$ cat src/sv/sfmf_pkg.sv
`default_nettype none

package sfmf_pkg;

    // Longest needle and the width of the text position counter.
    localparam int NEEDLE_MAX  = 24;
    localparam int OFFSET_BITS = 16;

    localparam int LEN_W       = 5;
    localparam int CFG_INDEX_W = 3;
    localparam int CFG_DATA_W  = 64;

    // Configuration register indexes.
    localparam logic [CFG_INDEX_W-1:0] CFG_NEEDLE_LOW  = 3'd0;
    localparam logic [CFG_INDEX_W-1:0] CFG_NEEDLE_MID  = 3'd1;
    localparam logic [CFG_INDEX_W-1:0] CFG_NEEDLE_HIGH = 3'd2;
    localparam logic [CFG_INDEX_W-1:0] CFG_NEEDLE_LEN  = 3'd3;

    localparam logic [LEN_W-1:0] NEEDLE_LEN_RESET = 5'd1;
    localparam logic [LEN_W-1:0] NEEDLE_LEN_MAX   = LEN_W'(NEEDLE_MAX);

    localparam logic [OFFSET_BITS-1:0] POS_MAX = '1;

    // One result item.
    typedef struct packed {
        logic                   found;
        logic [OFFSET_BITS-1:0] offset;
    } result_t;

    // Picks needle byte idx out of the packed needle; out of range reads zero.
    function automatic logic [7:0] needle_byte(
        input logic [NEEDLE_MAX*8-1:0] needle,
        input logic [LEN_W-1:0]        idx
    );
        logic [7:0] b;
        b = 8'h00;
        if (idx < NEEDLE_LEN_MAX) begin
            b = needle[idx*8 +: 8];
        end
        return b;
    endfunction

endpackage

`default_nettype wire

$ cat src/sv/substring_first_match_finder.sv
// A result enters the output register, or the skid stage while that is full.
// One text byte per cycle until both output stages are full; the cell chain
// compares the whole window in the same cycle as the shift.
// Reset clears the needle to zero bytes with length one, the text position
// and the found flag, and empties the output stages. No clearing pass is needed.
`default_nettype none

module substring_first_match_finder (
    input  wire logic                                clk,
    input  wire logic                                rst_n,
    input  wire logic                                cfg_valid,
    output logic                                     cfg_ready,
    input  wire logic [sfmf_pkg::CFG_INDEX_W-1:0]    cfg_index,
    input  wire logic [sfmf_pkg::CFG_DATA_W-1:0]     cfg_data,
    input  wire logic                                text_valid,
    output logic                                     text_ready,
    input  wire logic [7:0]                          text_byte,
    input  wire logic                                final_byte,
    output logic                                     result_valid,
    input  wire logic                                result_ready,
    output logic                                     match_found,
    output logic [sfmf_pkg::OFFSET_BITS-1:0]         match_offset
);

    localparam int NM = sfmf_pkg::NEEDLE_MAX;
    localparam int LW = sfmf_pkg::LEN_W;
    localparam int OB = sfmf_pkg::OFFSET_BITS;

    logic [sfmf_pkg::CFG_DATA_W-1:0] needle_low_reg;
    logic [sfmf_pkg::CFG_DATA_W-1:0] needle_mid_reg;
    logic [sfmf_pkg::CFG_DATA_W-1:0] needle_high_reg;
    logic [LW-1:0]                   pattern_len_reg;
    logic [NM*8-1:0]                 needle_flat;
    logic [LW-1:0]                   len_eff;

    logic [OB-1:0]     pos_reg;
    logic [OB-1:0]     pos_next;
    logic              found_reg;
    logic              found_next;

    logic              accept;
    logic [7:0]        chain_byte [NM+1];
    logic [NM-1:0]     cell_match;
    logic              all_match;
    logic              enough;
    logic              hit;
    logic [OB-1:0]     len_m1;
    logic [OB-1:0]     start;
    logic              emit;
    sfmf_pkg::result_t res;
    sfmf_pkg::result_t out_res;

    // Configuration writes; the port never stalls.
    assign cfg_ready = 1'b1;

    always_ff @(posedge clk or negedge rst_n)
    begin
        if (!rst_n)
        begin
            needle_low_reg  <= '0;
            needle_mid_reg  <= '0;
            needle_high_reg <= '0;
            pattern_len_reg <= sfmf_pkg::NEEDLE_LEN_RESET;
        end
        else if (cfg_valid && cfg_ready)
        begin
            unique case (cfg_index)
                sfmf_pkg::CFG_NEEDLE_LOW:  needle_low_reg  <= cfg_data;
                sfmf_pkg::CFG_NEEDLE_MID:  needle_mid_reg  <= cfg_data;
                sfmf_pkg::CFG_NEEDLE_HIGH: needle_high_reg <= cfg_data;
                sfmf_pkg::CFG_NEEDLE_LEN:  pattern_len_reg <= cfg_data[LW-1:0];
                default: ;
            endcase
        end
    end

    assign needle_flat = {needle_high_reg, needle_mid_reg, needle_low_reg};
    assign len_eff     = (pattern_len_reg > sfmf_pkg::NEEDLE_LEN_MAX) ?
                         sfmf_pkg::NEEDLE_LEN_MAX : pattern_len_reg;

    assign accept = text_valid && text_ready;

    // The window: cell 0 takes the newest byte, each cell feeds the next.
    assign chain_byte[0] = text_byte;

    for (genvar k = 0; k < NM; k++)
    begin : g_cell
        logic          active;
        logic [LW-1:0] idx;

        // Cell k lines up with needle byte len-1-k.
        assign active = (LW'(k) < len_eff);
        assign idx    = len_eff - LW'(k) - LW'(1);

        sfmf_cell u_cell (
            .clk       (clk),
            .shift_en  (accept),
            .byte_in   (chain_byte[k]),
            .needle_in (sfmf_pkg::needle_byte(needle_flat, idx)),
            .active    (active),
            .byte_out  (chain_byte[k+1]),
            .match     (cell_match[k])
        );
    end

    // Match decision for the byte being transferred.
    assign all_match = &cell_match;
    assign len_m1    = OB'(len_eff) - OB'(1);
    assign enough    = (pos_reg >= len_m1);
    assign hit       = (len_eff == '0) ? (pos_reg == '0) : (enough && all_match);
    assign start     = ((len_eff == '0) ? '0 :
                       ((pos_reg == sfmf_pkg::POS_MAX) ? sfmf_pkg::POS_MAX
                                                       : (pos_reg - len_m1)));

    assign emit       = accept && !found_reg && (hit || final_byte);
    assign res.found  = hit;
    assign res.offset = hit ? start : '0;

    // Position and found flag; a final byte starts a new text.
    always_comb
    begin
        pos_next   = pos_reg;
        found_next = found_reg;
        if (accept)
        begin
            if (final_byte)
            begin
                pos_next   = '0;
                found_next = 1'b0;
            end
            else
            begin
                found_next = found_reg || hit;
                if (pos_reg != sfmf_pkg::POS_MAX)
                begin
                    pos_next = pos_reg + OB'(1);
                end
            end
        end
    end

    always_ff @(posedge clk or negedge rst_n)
    begin
        if (!rst_n)
        begin
            pos_reg   <= '0;
            found_reg <= 1'b0;
        end
        else
        begin
            pos_reg   <= pos_next;
            found_reg <= found_next;
        end
    end

    // Output register and skid stage.
    sfmf_out_skid u_out (
        .clk        (clk),
        .rst_n      (rst_n),
        .push_valid (emit),
        .push_ready (text_ready),
        .push_data  (res),
        .pop_valid  (result_valid),
        .pop_ready  (result_ready),
        .pop_data   (out_res)
    );

    assign match_found  = out_res.found;
    assign match_offset = out_res.offset;

endmodule

`default_nettype wire

$ cat src/sv/sfmf_cell.sv
`default_nettype none

// One window cell: holds one text byte, passes it on at every transfer and
// compares the byte arriving from its neighbour with its needle byte.
module sfmf_cell (
    input  wire logic       clk,
    input  wire logic       shift_en,
    input  wire logic [7:0] byte_in,
    input  wire logic [7:0] needle_in,
    input  wire logic       active,
    output logic      [7:0] byte_out,
    output logic            match
);

    logic [7:0] byte_reg;

    // The window byte needs no reset: it is only compared once written.
    always_ff @(posedge clk)
    begin
        if (shift_en)
        begin
            byte_reg <= byte_in;
        end
    end

    // Compare against the byte that enters this cell on the current shift.
    assign match    = !active || (byte_in == needle_in);
    assign byte_out = byte_reg;

endmodule

`default_nettype wire

$ cat src/sv/sfmf_out_skid.sv
`default_nettype none

// Output register with a skid stage behind it, so the input side keeps
// running while a result waits on the output.
module sfmf_out_skid (
    input  wire logic             clk,
    input  wire logic             rst_n,
    input  wire logic             push_valid,
    output logic                  push_ready,
    input  wire sfmf_pkg::result_t push_data,
    output logic                  pop_valid,
    input  wire logic             pop_ready,
    output sfmf_pkg::result_t     pop_data
);

    logic              out_valid_reg;
    logic              out_valid_next;
    logic              skid_valid_reg;
    logic              skid_valid_next;
    sfmf_pkg::result_t out_data_reg;
    sfmf_pkg::result_t out_data_next;
    sfmf_pkg::result_t skid_data_reg;
    sfmf_pkg::result_t skid_data_next;
    logic              pop;

    assign pop = out_valid_reg && pop_ready;

    // Next-state logic for the two stages.
    always_comb
    begin
        out_valid_next  = out_valid_reg;
        skid_valid_next = skid_valid_reg;
        out_data_next   = out_data_reg;
        skid_data_next  = skid_data_reg;
        if (skid_valid_reg)
        begin
            if (pop)
            begin
                out_data_next   = skid_data_reg;
                skid_valid_next = 1'b0;
            end
        end
        else if (push_valid)
        begin
            if (!out_valid_reg || pop)
            begin
                out_data_next  = push_data;
                out_valid_next = 1'b1;
            end
            else
            begin
                skid_data_next  = push_data;
                skid_valid_next = 1'b1;
            end
        end
        else if (pop)
        begin
            out_valid_next = 1'b0;
        end
    end

    always_ff @(posedge clk or negedge rst_n)
    begin
        if (!rst_n)
        begin
            out_valid_reg  <= 1'b0;
            skid_valid_reg <= 1'b0;
        end
        else
        begin
            out_valid_reg  <= out_valid_next;
            skid_valid_reg <= skid_valid_next;
        end
    end

    always_ff @(posedge clk)
    begin
        out_data_reg  <= out_data_next;
        skid_data_reg <= skid_data_next;
    end

    assign push_ready = !skid_valid_reg;
    assign pop_valid  = out_valid_reg;
    assign pop_data   = out_data_reg;

endmodule

`default_nettype wire

$ cat config.mk
export PLATFORM = sky130hd
export DESIGN_NAME = substring_first_match_finder
export DESIGN_NICKNAME = d
export VERILOG_FILES = /design/src/sv/sfmf_pkg.sv /design/src/sv/substring_first_match_finder.sv /design/src/sv/sfmf_cell.sv /design/src/sv/sfmf_out_skid.sv
export SDC_FILE = /design/constraint.sdc
export NUM_CORES = 1
export LEC_CHECK = 0
export BUFFER_PORTS_ARGS = -buffer_cell sky130_fd_sc_hd__buf_2
export CELL_PAD_IN_SITES_DETAIL_PLACEMENT = 0
export CELL_PAD_IN_SITES_GLOBAL_PLACEMENT = 1
export CORE_MARGIN = 5
export CORE_UTILIZATION = 35
export CTS_CLUSTER_SIZE = 24
export DETAILED_ROUTE_END_ITERATION = 10
export GPL_TIMING_DRIVEN = 0
export HOLD_SLACK_MARGIN = 0.02
export PLACE_DENSITY = 0.7
export SETUP_SLACK_MARGIN = 0.3
export SLEW_MARGIN = 20
export SYNTH_ARGS = -nofsm -noshare
export SYNTH_HDL_FRONTEND = slang
export SYNTH_HIERARCHICAL = 1
export SYNTH_SLANG_ARGS = --single-unit
$ cat constraint.sdc
create_clock -name clk -period 10.4 [get_ports clk]
set_input_delay 0.52 -clock clk [delete_from_list [all_inputs] [get_ports clk]]
set_output_delay 0.52 -clock clk [all_outputs]
set_load 0.05 [all_outputs]
==> run_results.csv, run 1 <==
group,metric,value,unit
detailed_routing,route.detailed.drc,0,
min_path,hp-class,"in -> reg",
detailed_routing,drt-pass1-iter-count,6,
die,num_rows,107,
detailed_routing,wl_per_cell,35.8,um
detailed_routing,vias,24000,
timing,slew_headroom,22.3,%
min_path,min_from,"text_byte[0]",
die,core-area,0.0854,mm2
grt,track_usage,28.7,%
die,die_y,304,um
timing,rsz0062_at_grt,"no",
grt,antenna_found_initial,3,
synthesis,syn_inst,2518,
timing,timing.hold.ws,0.131,ns
critical_path,worst-r2r-setup-slack,0.60,ns
final_layout,syn_to_final_growth,12.4,%
final_layout,largest_register_ffs,184,
timing,setup_violations,0,
cts,cts_buffer_depth,3,
timing,hold_viol_final,0,
synthesis,synth_area,0.0302,mm2
pwr,p_int,6.19,mW
critical_path,timing.rr.end,"u_out/pop_data[10]$_DFFE_PP_",
run_status,status,"finished clean",
cts,cts.repair.resized,0,
timing,finalMaxSlewViolations,0,
critical_path,path_max_fanout,17,
pwr,clockPowerShare,14.3,%
critical_path,path_class,"reg -> reg",
final_layout,multi_input_area,0.0174,mm2
min_path,worst_hold_path.endpoint,"g_cell[0].u_cell/byte_out[0]$_DFFE_PP_",
detailed_routing,first_iter_violations,2913,
final_layout,final.fill_count,8208,
cts,clockRootBuffer,"clkbuf_16",
final_layout,final_cell_area,0.0340,mm2
critical_path,startpoint_type,"register",
placement,placed_cell_area,0.0323,mm2
synthesis,syn_nets,2629,
grt,overflow,0,
die,die-area,0.0923,mm2
pwr,vdd_drop_max,0.190,mV
cts,tritoncts,"yes",
cts,h-tree-depth,2,
cts,cts_sinks,434,
pwr,power_density,365,mW/mm2
placement,dp_hpwl,115,mm
pwr,switchingPower,6.21,mW
critical_path,worst_ep_arrival_time,10.03,ns
pwr,power.leakage,12.9,nW
pwr,power_frac_seq,21.3,%
timing,finalCritPeriodShare,94.3,%
cts,clk_latency,0.61,ns
final_layout,seqCellArea,0.0120,mm2
critical_path,r2r-start,"pattern_len_reg[3]$_DFFE_PN0P_",
timing,fin_skew,0.0179,ns
placement,pre_cts_ws,0.781,ns
min_path,hold-path-cell-count,1,
placement,io_buffers,99,
timing,tightest_slew,1.16,ns
pwr,combPwrFrac,64.4,%
cts,clkTransAtPathRegs,0.06,ns
cts,cts_inserted_buffers,48,
timing,min_period,9.80,ns
die,io_pins,101,
detailed_routing,vias_per_cell,6.20,
job,drv_cap,0,
grt,grt_max_degree,93,
pwr,swShare,50.1,%
die,start_util,35.4,%
synthesis,yosys_warnings,6,
detailed_routing,ant_nets,0,
critical_path,end_kind,"register",
final_layout,nets,2785,
die,fp.dieW,304,um
critical_path,required,10.62,ns
placement,gp_congestion,1.07,
grt,grt_first_pass_wirelength,188,mm
detailed_routing,routed_wl,138,mm
timing,max_freq,102,MHz
grt,grt_pass1_vias,23200,
synthesis,avgSynthCellArea,12.0,um2
timing,final.setup.worst_slack,0.596,ns
timing,tns,0,ns
final_layout,layout-drive-gt1-share,28.5,%
critical_path,reg2regPathDepth,24,
## area by class of cell
class                      count  share of cell area, %
timing repair buffer         106                   1.92
clock buffer                  59                   3.78
tap                         1144                   4.21
inverter                      21                  0.239
multi-input combinational   1895                   51.3
clock inverter                29                   1.02
buffer                       168                   2.34
antenna                        5                 0.0368
sequential                   434                   35.2
## cells in the final DEF, fill, tap and decap left out, types with 8 or more instances in the layout
cell type  count
clkbuf_16     49
o21ai_1       38
mux2_2       302
nand2b_1      14
edfxtp_1     218
nor3_1        19
dfrtp_1      215
a21o_1        14
buf_1         10
nand4_1       57
buf_2        148
inv_1         16
mux4_2       192
xnor2_1      220
nor2_1        86
a31oi_1       22
mux2i_1      257
buf_4         13
o21ai_0       72
a21oi_1       85
a211oi_1      11
o22ai_1       17
and2_1        16
a22o_1         9
clkbuf_1      96
nand3_1       36
or2_2          8
ha_1          29
a22oi_1       16
nor2b_1       12
a32o_1        17
nand2_1      253
o22a_1        18
## critical path: stages (launching register included)
cell	delay [ns]
dfrtp_1	0.51
ha_1	0.58
nand2b_1	0.18
buf_2	0.31
buf_2	0.37
buf_1	0.69
ha_1	0.59
nor4bb_1	0.34
o21a_1	0.33
or2_2	0.19
clkbuf_1	0.53
clkbuf_1	0.48
o21ai_0	0.31
o21ai_0	0.72
xnor2_1	0.20
nand4_1	0.12
o21ai_1	0.28
nand4_1	0.26
nor4_1	0.71
nand4_1	0.24
a41o_1	0.27
buf_6	0.14
nand2_1	0.11
o21a_1	0.19
o22a_1	0.72
## worst max path at each step
stage / slack (ns) / endpoint / start
2_1_floorplan: 3.33 / pos_reg[1]$_DFFE_PN0P_ / u_out/skid_valid_reg$_DFF_PN0_
4_1_cts: 0.74 / u_out/pop_data[14]$_DFFE_PP_ / pattern_len_reg[3]$_DFFE_PN0P_
5_1_grt: 0.44 / u_out/pop_data[10]$_DFFE_PP_ / pattern_len_reg[3]$_DFFE_PN0P_
3_5_place_dp: 0.78 / u_out/pop_data[12]$_DFFE_PP_ / pattern_len_reg[3]$_DFFE_PN0P_
3_3_place_gp: 0.91 / u_out/pop_data[12]$_DFFE_PP_ / pattern_len_reg[3]$_DFFE_PN0P_
6_report: 0.60 / u_out/pop_data[10]$_DFFE_PP_ / pattern_len_reg[3]$_DFFE_PN0P_
## repair_timing
item,CTS,global route
hold buffers,1,0
setup buffers,0,0
hold endpoints to repair,45,0
## layer usage
metal  vias to the layer above  routed length (um)  GRT usage (%)
li1                       9921                   -              -
met1                     12500               55000           37.4
met2                      1262               63100           45.8
met3                       287               12100           6.82
met4                         0                8030           13.2
met5                         -                   0              0
## power by group through the flow
| stage | combinational [mW] | clock, mW | sequential [mW] |
|---|---|---|---|
| floorplan | 4.71 | 0 | 2.62 |
| global placement | 7.64 | 0 | 2.70 |
| detailed placement | 7.71 | 0 | 2.66 |
| CTS | 7.74 | 1.80 | 2.63 |
| global route | 8.15 | 1.87 | 2.67 |
| finish | 7.98 | 1.77 | 2.64 |
## through the flow
stage / power, mW / util [%] / instances
after floorplan: 7.33 / - / 2518
after global placement: 10.3 / 37.6 / 3761
after detailed placement: 10.4 / 37.8 / 3767
after CTS: 12.2 / 39.7 / 3856
after global routing: 12.7 / 39.8 / 3856
final: 12.4 / 39.8 / 3861
No activity file was read; power rests on OpenSTA's default activity.
==> run 2: changes to the inputs <==
--- a/config.mk
+++ b/config.mk
@@ -15,6 +15,7 @@
 export GPL_TIMING_DRIVEN = 0
 export HOLD_SLACK_MARGIN = 0.02
 export PLACE_DENSITY = 0.7
+export RECOVER_POWER = 50
 export SETUP_SLACK_MARGIN = 0.3
 export SLEW_MARGIN = 20
 export SYNTH_ARGS = -nofsm -noshare
==> run_results.csv, run 2 (synthesized netlist as in run 1, its figures left out) <==
group,metric,value,unit
timing,hold_viol_final,0,
final_layout,final_cell_area,0.0339,mm2
cts,clkTransAtPathRegs,0.06,ns
grt,grt_first_pass_wirelength,188,mm
cts,postCtsSetupRepairBufs,0,
detailed_routing,routed_wl,138,mm
final_layout,final_cell_mix,"mux2_2 (302), mux2i_1 (257), nand2_1 (253)",
detailed_routing,drt-pass1-iter-count,5,
timing,min_period,9.77,ns
die,start_util,35.4,%
pwr,p_total,12.4,mW
pwr,power_density,365,mW/mm2
final_layout,largest_register_ffs,184,
timing,tightest_slew,5.16,ns
die,die-area,0.0923,mm2
detailed_routing,ant_nets,0,
pwr,vdd_drop_max,0.190,mV
detailed_routing,route.detailed.drc,0,
critical_path,startpoint_type,"register",
timing,tns,0,ns
cts,cts_buffer_depth,3,
critical_path,end_kind,"register",
detailed_routing,wl_met2,62.9,mm
die,fp.dieW,304,um
placement,dp.cells,3767,
detailed_routing,met3WireLength,12.1,mm
critical_path,path_cells,"ha_1 > nand2b_1 > buf_2 > buf_2 > buf_1 > ha_1 > nor4bb_1 > o21a_1 > or2_2 > clkbuf_1 > clkbuf_1 > o21ai_0 > o21ai_0 > xnor2_1 > nand4_1 > o21ai_1 > nand4_1 > nor4_1 > nand4_1 > a41o_1 > buf_6 > nand2_1 > o21a_1 > o22a_1",
die,num_rows,107,
detailed_routing,drt-met1-wl,55.0,mm
pwr,power.leakage,12.8,nW
cts,tritoncts,"yes",
critical_path,worst_ep_arrival_time,9.99,ns
detailed_routing,vias,23800,
cts,cts_inserted_buffers,48,
min_path,hp-class,"in -> reg",
detailed_routing,first_iter_violations,2907,
die,die_y,304,um
final_layout,post-route-util,39.6,%
detailed_routing,vias_per_cell,6.17,
critical_path,path_class,"reg -> reg",
cts,cts_sinks,434,
final_layout,layout_commonest_cell,"mux2_2",
timing,setup_violations,0,
timing,slew_headroom,-244,%
timing,max_freq,102,MHz
grt,overflow,0,
min_path,min_from,"text_byte[2]",
cts,h-tree-depth,2,
final_layout,layout-drive-gt1-share,27.2,%
die,core-area,0.0854,mm2
cts,cts.repair.resized,0,
detailed_routing,wl_per_cell,35.8,um
timing,fin_skew,0.0188,ns
critical_path,required,10.62,ns
final_layout,nets,2785,
placement,gp_congestion,1.07,
detailed_routing,highest_layer,"met4",
final_layout,final_cells,3861,
critical_path,setup.worst_path.start,"pattern_len_reg[3]$_DFFE_PN0P_",
timing,rsz0062_at_grt,"no",
placement,dp_hpwl,115,mm
grt,track_usage,28.7,%
placement,io_buffers,99,
cts,clk_latency,0.61,ns
timing,finalCritPeriodShare,93.9,%
grt,grt_pass1_vias,23200,
cts,clockRootBuffer,"clkbuf_16",
critical_path,max_stage_delay,0.74,ns
placement,placed_cell_area,0.0323,mm2
job,drv_cap,3,
grt,antenna_found_initial,3,
die,io_pins,101,
critical_path,path_max_fanout,17,
grt,grt_max_degree,93,
run_status,status,"complete, but fails checks",
timing,finalMaxSlewViolations,221,
critical_path,cpMostUsedCell,"nand4_1",
critical_path,cpMaxStageDelayCell,"nor4_1",
run_status,violations,"capacitance limit, slew limit",
critical_path,r2r-start,"pattern_len_reg[3]$_DFFE_PN0P_",
final_layout,syn_to_final_growth,12.1,%
==> run 2: repair_timing <==
item,4_1_cts,5_1_grt
endpoints found under the setup margin,0,0
hold endpoints to repair,45,0
hold buffers,1,0
==> run 2: final timing paths <==
| kind | to | slack, ns | cells after the start |
|---|---|---|---|
| setup reg to reg | u_out/pop_data[10]$_DFFE_PP_ | 0.63 | 24 |
| setup / recovery | u_out/pop_data[10]$_DFFE_PP_ | 0.63 | 24 |
| min in group asynchronous | needle_low_reg[37]$_DFFE_PN0P_ | 1.19 | 2 |
| hold / removal | g_cell[0].u_cell/byte_out[2]$_DFFE_PP_ | 0.16 | 1 |
| max in group asynchronous | needle_low_reg[19]$_DFFE_PN0P_ | 2.30 | 4 |
| hold reg to reg | g_cell[6].u_cell/byte_out[4]$_DFFE_PP_ | 0.47 | 0 |
==> run 2: layout make-up <==
cell class              instances  area [um2]
repair buffers                106         561
diodes                          5        12.5
clock inverters                29         348
inverters                      21        81.3
plain buffers                 168         785
fillers                      8227       51500
clock buffers                  59        1280
flip-flops and latches        434       12000
multi-input cells            1895       17400
well taps                    1144        1430
==> run 2: critical path: cells and delay by family (launching register included) <==
| kind | cells | cell delay [ns] |
|---|---|---|
| flops | 1 | 0.49 |
| simple gates | 8 | 2.18 |
| compound gates | 7 | 2.81 |
| buf+inv | 6 | 2.50 |
| fa+ha+maj | 2 | 1.16 |
| xor+xnor | 1 | 0.20 |
==> run 2: routing by layer <==
layer  global-route usage [%]  vias up
met4                     13.2        0
met2                     45.8     1249
li1                         -     9926
met5                        0        -
met1                     37.4    12400
met3                     6.82      281
==> run 2: metrics by stage <==
step                hold slack, ns  worst slack [ns]
floorplan                    0.224              3.33
global placement             0.459             0.911
detailed placement           0.439             0.781
CTS                         0.0996             0.740
global route                 0.150             0.453
finish                       0.158             0.632
==> run 2: power by group <==
part	total [mW]	switching (mW)	internal [mW]	leakage (nW)
combinational	7.95	5.07	2.88	7.30
clock	1.78	0.742	1.04	0.782
sequential	2.64	0.381	2.26	4.72
